==> src/rtl/tmv_pkg.sv <==
`default_nettype none

package tmv_pkg;

  localparam int unsigned ROWS_DEF    = 1024;
  localparam int unsigned COLUMNS_DEF = 1024;

  localparam int unsigned OP_W     = 2;
  localparam int unsigned ROW_W    = 10;
  localparam int unsigned GROUP_W  = 8;
  localparam int unsigned DATA_W   = 8;
  localparam int unsigned COLUMN_W = 10;
  localparam int unsigned SUM_W    = 19;
  localparam int unsigned LANES    = 4;
  localparam int unsigned LANE_W   = 2;

  localparam logic [LANE_W-1:0] LAST_LANE = 2'd3;

  // Ternary weight codes, two bits per lane
  localparam logic [1:0] CODE_POS  = 2'b01;
  localparam logic [1:0] CODE_NEG  = 2'b10;
  localparam logic [1:0] CODE_MASK = 2'b11;

  typedef enum logic [OP_W-1:0] {
    OP_WR_WEIGHT = 2'd0,
    OP_WR_ACT    = 2'd1,
    OP_COMPUTE   = 2'd2
  } op_e;

  typedef enum logic [4:0] {
    ST_CLEAR = 5'b00001,
    ST_IDLE  = 5'b00010,
    ST_RUN   = 5'b00100,
    ST_DRAIN = 5'b01000,
    ST_EMIT  = 5'b10000
  } state_e;

  typedef logic signed [SUM_W-1:0] sum_t;

  typedef struct packed {
    logic clr;
    logic acc_en;
  } mac_ctrl_t;

endpackage

`default_nettype wire

==> src/rtl/tmv_mac.sv <==
`default_nettype none

// Four lane accumulators sharing one activation per cycle; saturated sums out.
module tmv_mac #(
  parameter int unsigned Rows = tmv_pkg::ROWS_DEF
) (
  input  wire logic                        clk_i,
  input  wire logic                        rst_ni,
  input  wire tmv_pkg::mac_ctrl_t          ctrl_i,
  input  wire logic [tmv_pkg::DATA_W-1:0]  act_i,
  input  wire logic [tmv_pkg::DATA_W-1:0]  wbyte_i,
  output tmv_pkg::sum_t                    sum_o [tmv_pkg::LANES]
);

  localparam int unsigned RowW  = (Rows > 1) ? $clog2(Rows) : 1;
  localparam int unsigned AccW  = RowW + 9;
  localparam int unsigned ExtW  = (AccW > tmv_pkg::SUM_W) ? AccW : tmv_pkg::SUM_W;
  localparam logic signed [ExtW-1:0] SatHi = ExtW'((2 ** (tmv_pkg::SUM_W - 1)) - 1);
  localparam logic signed [ExtW-1:0] SatLo = -ExtW'(2 ** (tmv_pkg::SUM_W - 1));

  logic signed [AccW-1:0] acc_q [tmv_pkg::LANES];
  logic signed [AccW-1:0] acc_d [tmv_pkg::LANES];
  logic signed [AccW-1:0] act_ext;

  assign act_ext = AccW'($signed(act_i));

  always_comb begin
    for (int l = 0; l < tmv_pkg::LANES; l++) begin
      logic [1:0] code;
      code = wbyte_i[2 * l +: 2] & tmv_pkg::CODE_MASK;
      acc_d[l] = acc_q[l];
      if (ctrl_i.clr) begin
        acc_d[l] = '0;
      end else if (ctrl_i.acc_en) begin
        if (code == tmv_pkg::CODE_POS) begin
          acc_d[l] = acc_q[l] + act_ext;
        end else if (code == tmv_pkg::CODE_NEG) begin
          acc_d[l] = acc_q[l] - act_ext;
        end
      end
    end
  end

  always_ff @(posedge clk_i or negedge rst_ni) begin
    if (!rst_ni) begin
      for (int l = 0; l < tmv_pkg::LANES; l++) begin
        acc_q[l] <= '0;
      end
    end else begin
      for (int l = 0; l < tmv_pkg::LANES; l++) begin
        acc_q[l] <= acc_d[l];
      end
    end
  end

  // Clamp to the output range; only reachable with very tall matrices
  always_comb begin
    for (int l = 0; l < tmv_pkg::LANES; l++) begin
      logic signed [ExtW-1:0] ext;
      ext = ExtW'(acc_q[l]);
      if (ext > SatHi) begin
        sum_o[l] = tmv_pkg::SUM_W'(SatHi);
      end else if (ext < SatLo) begin
        sum_o[l] = tmv_pkg::SUM_W'(SatLo);
      end else begin
        sum_o[l] = tmv_pkg::SUM_W'(ext);
      end
    end
  end

endmodule

`default_nettype wire

==> config.mk <==
export PLATFORM = sky130hd
export DESIGN_NAME = tmv_mac
export DESIGN_NICKNAME = d
export VERILOG_FILES = /design/src/rtl/tmv_pkg.sv /design/src/rtl/tmv_mac.sv
export SDC_FILE = /design/constraint.sdc
export NUM_CORES = 1
export LEC_CHECK = 0
export ABC_AREA = 1
export BUFFER_PORTS_ARGS = -buffer_cell sky130_fd_sc_hd__buf_2
export CAP_MARGIN = 20
export CORE_UTILIZATION = 57
export CTS_CLUSTER_SIZE = 8
export DETAILED_ROUTE_END_ITERATION = 10
export GPL_TIMING_DRIVEN = 0
export PLACE_DENSITY = 0.85
export SLEW_MARGIN = 40
export SYNTH_ARGS = -nofsm -noshare
export SYNTH_HDL_FRONTEND = slang
export SYNTH_SLANG_ARGS = --single-unit
==> constraint.sdc <==
create_clock -name clk_i -period 5.2 [get_ports clk_i]
set_clock_uncertainty 0.1 [all_clocks]
set_input_delay 0.52 -clock clk_i [delete_from_list [all_inputs] [get_ports clk_i]]
set_output_delay 0.52 -clock clk_i [all_outputs]
set_load 0.005 [all_outputs]
==> reports/metrics.csv <==
stage,metric,value,unit
synthesis,synth_cell_types,38,
route,firstDrtPassIters,5,
route,via_count,8732,
pwr,power_switching_share,47.2,%
die,fp-row-count,43,
synthesis,synth_top_area_share,23.5,%
timing,finalSetupViolCount,0,
die,dieWidth,121,um
pwr,p_int,0.00231,W
cells_and_area,largest_register,acc_q,
synthesis,ys_warn_count,0,
cts,clk_path_buf_depth,2,
pwr,clockPowerShare,17.6,%
synthesis,avgSynthCellArea,6.20,um^2
global_routing,grt_start_max_net_pins,41,
cts,cts_sinks,76,
timing,fin_setup_tns,0,ns
global_routing,grt-ovfl-total,0,
synthesis,synthMuxAreaShare,0,%
route,avgRoutedWirePerCell,14.2,um
cells_and_area,multi_input_area,5260,um^2
placed_design,place_worst_setup_slack,1.67,ns
timing,final_hold_viol_count,0,
synthesis,synth_top_family_by_area,simple AND/OR/NAND/NOR gates,
synthesis,synth_area,8090,um^2
worst_setup_path,cp-start-kind,input port,
cells_and_area,reg_top3,acc_q (76),
cells_and_area,largest_reg_flops,76,
synthesis,synth_area_leader_cell,dfrtp_1,
synthesis,synthesis.instances,1306,
synthesis,synth-simple-area-share,34.1,%
cts,cts_tree,done,
cells_and_area,layout_common_cells,"nand2_1, inv_1, o21ai_0",
cts,cts_setup_buffers,0,
worst_setup_path,crit_family,adder cells,
cells_and_area,seqCellArea,1900,um^2
cells_and_area,stdcell_count,1598,
route,antenna_left,0,
timing,slew_headroom,60.1,%
worst_setup_path,critical_path.max_fanout,6,
pwr,combPwrFrac,59.2,%
worst_setup_path,crit_top_cell,inv_1,
placed_design,port-buffer-count,93,
synthesis,synth.area.top_cells,"dfrtp_1, nand2_1, ha_1",
run_status,status,finished clean,
synthesis,ys_seq_area_share,23.5,%
cells_and_area,n_fill_cell,1361,
synthesis,synth-xor-area-share,1.52,%
timing,max_freq,308,MHz
synthesis,synth_ff_type,dfrtp_1,
timing,tightest_slew,0.592,ns
timing,setup_ws,1.95,ns
placed_design,place_hpwl,17.5,mm
pwr,vdd_drop_max,0.000225,V
pwr,p_seq_share,23.2,%
flow_run,maxCapViolations,0,
pwr,p_sw,0.00207,W
route,routed_wl,22.7,mm
worst_setup_path,worst_path_largest_cell_delay,0.33,ns
synthesis,synthAdderAreaFrac,12.6,%
cts,cts_htree_levels,3,
timing,final.period_utilization,62.5,%
cts,clock_latency,0.36,ns
cells_and_area,drive_gt1_share,11.4,%
global_routing,grt_pass1_wl,37.4,mm
synthesis,synth-seq-cells,76,
placed_design,place.gp.congestion,1.01,
die,die-area,14700,um^2
cells_and_area,final_common_cell,nand2_1,
worst_setup_path,worst_path_max_delay_cell,ha_1,
synthesis,synth_compound_area_share,16.8,%
worst_setup_path,crit_path_end_kind,flip-flop,
cts,cts-root-buf,clkbuf_16,
worst_setup_path,arrival,3.40,ns
route,viasPerCell,5.46,
cells_and_area,area_delta_synth_final,13.5,%
worst_setup_path,path_buf_inv,5,
die,die_y,121,um
timing,rsz0062_at_grt,false,
min_path,hold_path_class,flip-flop to flip-flop,
route,post-route-drc-count,0,
timing,min_period,3.25,ns
worst_setup_path,crit_type,input port to flip-flop,
worst_setup_path,worstPathRequired,5.35,ns
pwr,p_leak,5.04,nW
route,drt_iter0_markers,616,
timing,maxSlewViolCount,0,
worst_setup_path,critical_path.cell_chain,buf_2 -> inv_1 -> ha_1 -> nand4_1 -> ha_1 -> inv_1 -> o21ai_0 -> inv_1 -> ha_1 -> nand2_1 -> inv_1 -> a21oi_1 -> nand3_1 -> a21oi_1 -> nand2_1 -> nand3_1 -> nand2_1,
die,initial_core_util,58.3,%
die,io_pins,96,
placed_design,placed_cells_incl_taps,1580,
global_routing,grt_pass1_vias,7931,
cts,clk_pin_slew,0.06,ns
die,coreArea,13900,um^2
synthesis,async_flop_share,100,%
cts,cts_inserted_buffers,9,
synthesis,synth_nets,1405,
global_routing,grt_antenna_before_repair,0,
synthesis,synth_edf_count,0,
pwr,power_density,478,nW/um^2
cells_and_area,fin_nets,1511,
global_routing,track_usage,32.4,%
-- per-stage QoR --
stage          util (%)  hold WS (ns)  instance area (um^2)  total power, W
2_1_floorplan         -         0.124                  8090         0.00285
3_5_place_dp       63.5         0.349                  8820         0.00357
5_1_grt            66.1         0.435                  9180         0.00481
6_report           66.1         0.411                  9180         0.00438
4_1_cts            66.1         0.413                  9180         0.00436
3_3_place_gp       63.3         0.393                  8780         0.00350
-- power groups by stage --
stage,Sequential (W),Combinational [W],Clock (W)
after CTS,0.00101,0.00257,0.000773
after detailed placement,0.00102,0.00254,0
after floorplan,0.000953,0.00190,0
after global placement,0.00102,0.00248,0
final,0.00102,0.00259,0.000772
after global routing,0.00105,0.00296,0.000794
-- cells by family (layout without fill, tap and decap cells) --
kind of cell | after synthesis | after routing
fa+ha+maj | 79 | 79
xor+xnor | 14 | 14
compound gates | 248 | 248
other cells | 0 | 1
buf+inv | 228 | 339
simple gates | 661 | 661
flops | 76 | 76
-- tightest hold or removal path, cell delays in order, from the launching register on --
cell	delay [ns]
dfrtp_1	0.37
nand2_1	0.06
nand2_1	0.05
-- cell usage after synthesis, types with 2 or more instances --
| library cell | n |
|---|---|
| o21bai_1 | 3 |
| o21ai_1 | 6 |
| nand2_4 | 4 |
| nor3_1 | 10 |
| a21oi_2 | 3 |
| clkbuf_1 | 83 |
| xnor2_1 | 7 |
| inv_1 | 119 |
| nand3_1 | 69 |
| nand2_1 | 443 |
| inv_2 | 9 |
| a21oi_1 | 91 |
| buf_6 | 6 |
| nor4_1 | 3 |
| fa_1 | 4 |
| dfrtp_1 | 76 |
| nand3b_1 | 17 |
| o21a_1 | 3 |
| nor2_1 | 94 |
| a22o_1 | 8 |
| xor2_1 | 7 |
| nand2_2 | 12 |
| ha_1 | 75 |
| buf_4 | 2 |
| buf_2 | 6 |
| nor2_4 | 5 |
| a21boi_0 | 17 |
| o21ai_0 | 114 |
-- cell type report --
type | instances | area share, %
clock buffers | 12 | 2.79
repair buffers | 95 | 5.55
inverters | 129 | 5.30
diodes | 1 | 0.0273
clock inverters | 4 | 1.04
flip-flops and latches | 76 | 20.7
plain buffers | 99 | 4.82
well taps | 180 | 2.45
multi-input cells | 1002 | 57.3
-- layer usage --
| metal | share of wire, % | vias to the layer above | global-route usage (%) |
|---|---|---|---|
| met5 | 0 | - | 0 |
| met4 | 3.2 | 0 | 14.4 |
| met3 | 5.3 | 62 | 3.52 |
| met2 | 46 | 296 | 53.7 |
| met1 | 45 | 3974 | 42.4 |
| li1 | - | 4400 | - |
-- path summary, 6_finish.rpt --
kind	start	cells past startpoint	endpoint	slack [ns]
max in group asynchronous	rst_ni	3	acc_q[37]	3.92
max reg2reg	acc_q[19]	8	acc_q[31]	2.94
min in group asynchronous	rst_ni	2	acc_q[50]	0.53
min	acc_q[36]	2	acc_q[36]	0.41
min reg2reg	acc_q[36]	2	acc_q[36]	0.41
max	act_i[1]	17	acc_q[75]	1.95
-- timing repair --
action	in CTS	in global routing
hold buffers	1	0
resized for setup	0	0
hold endpoints to repair	36	0
No activity file was read; power rests on OpenSTA's default activity.
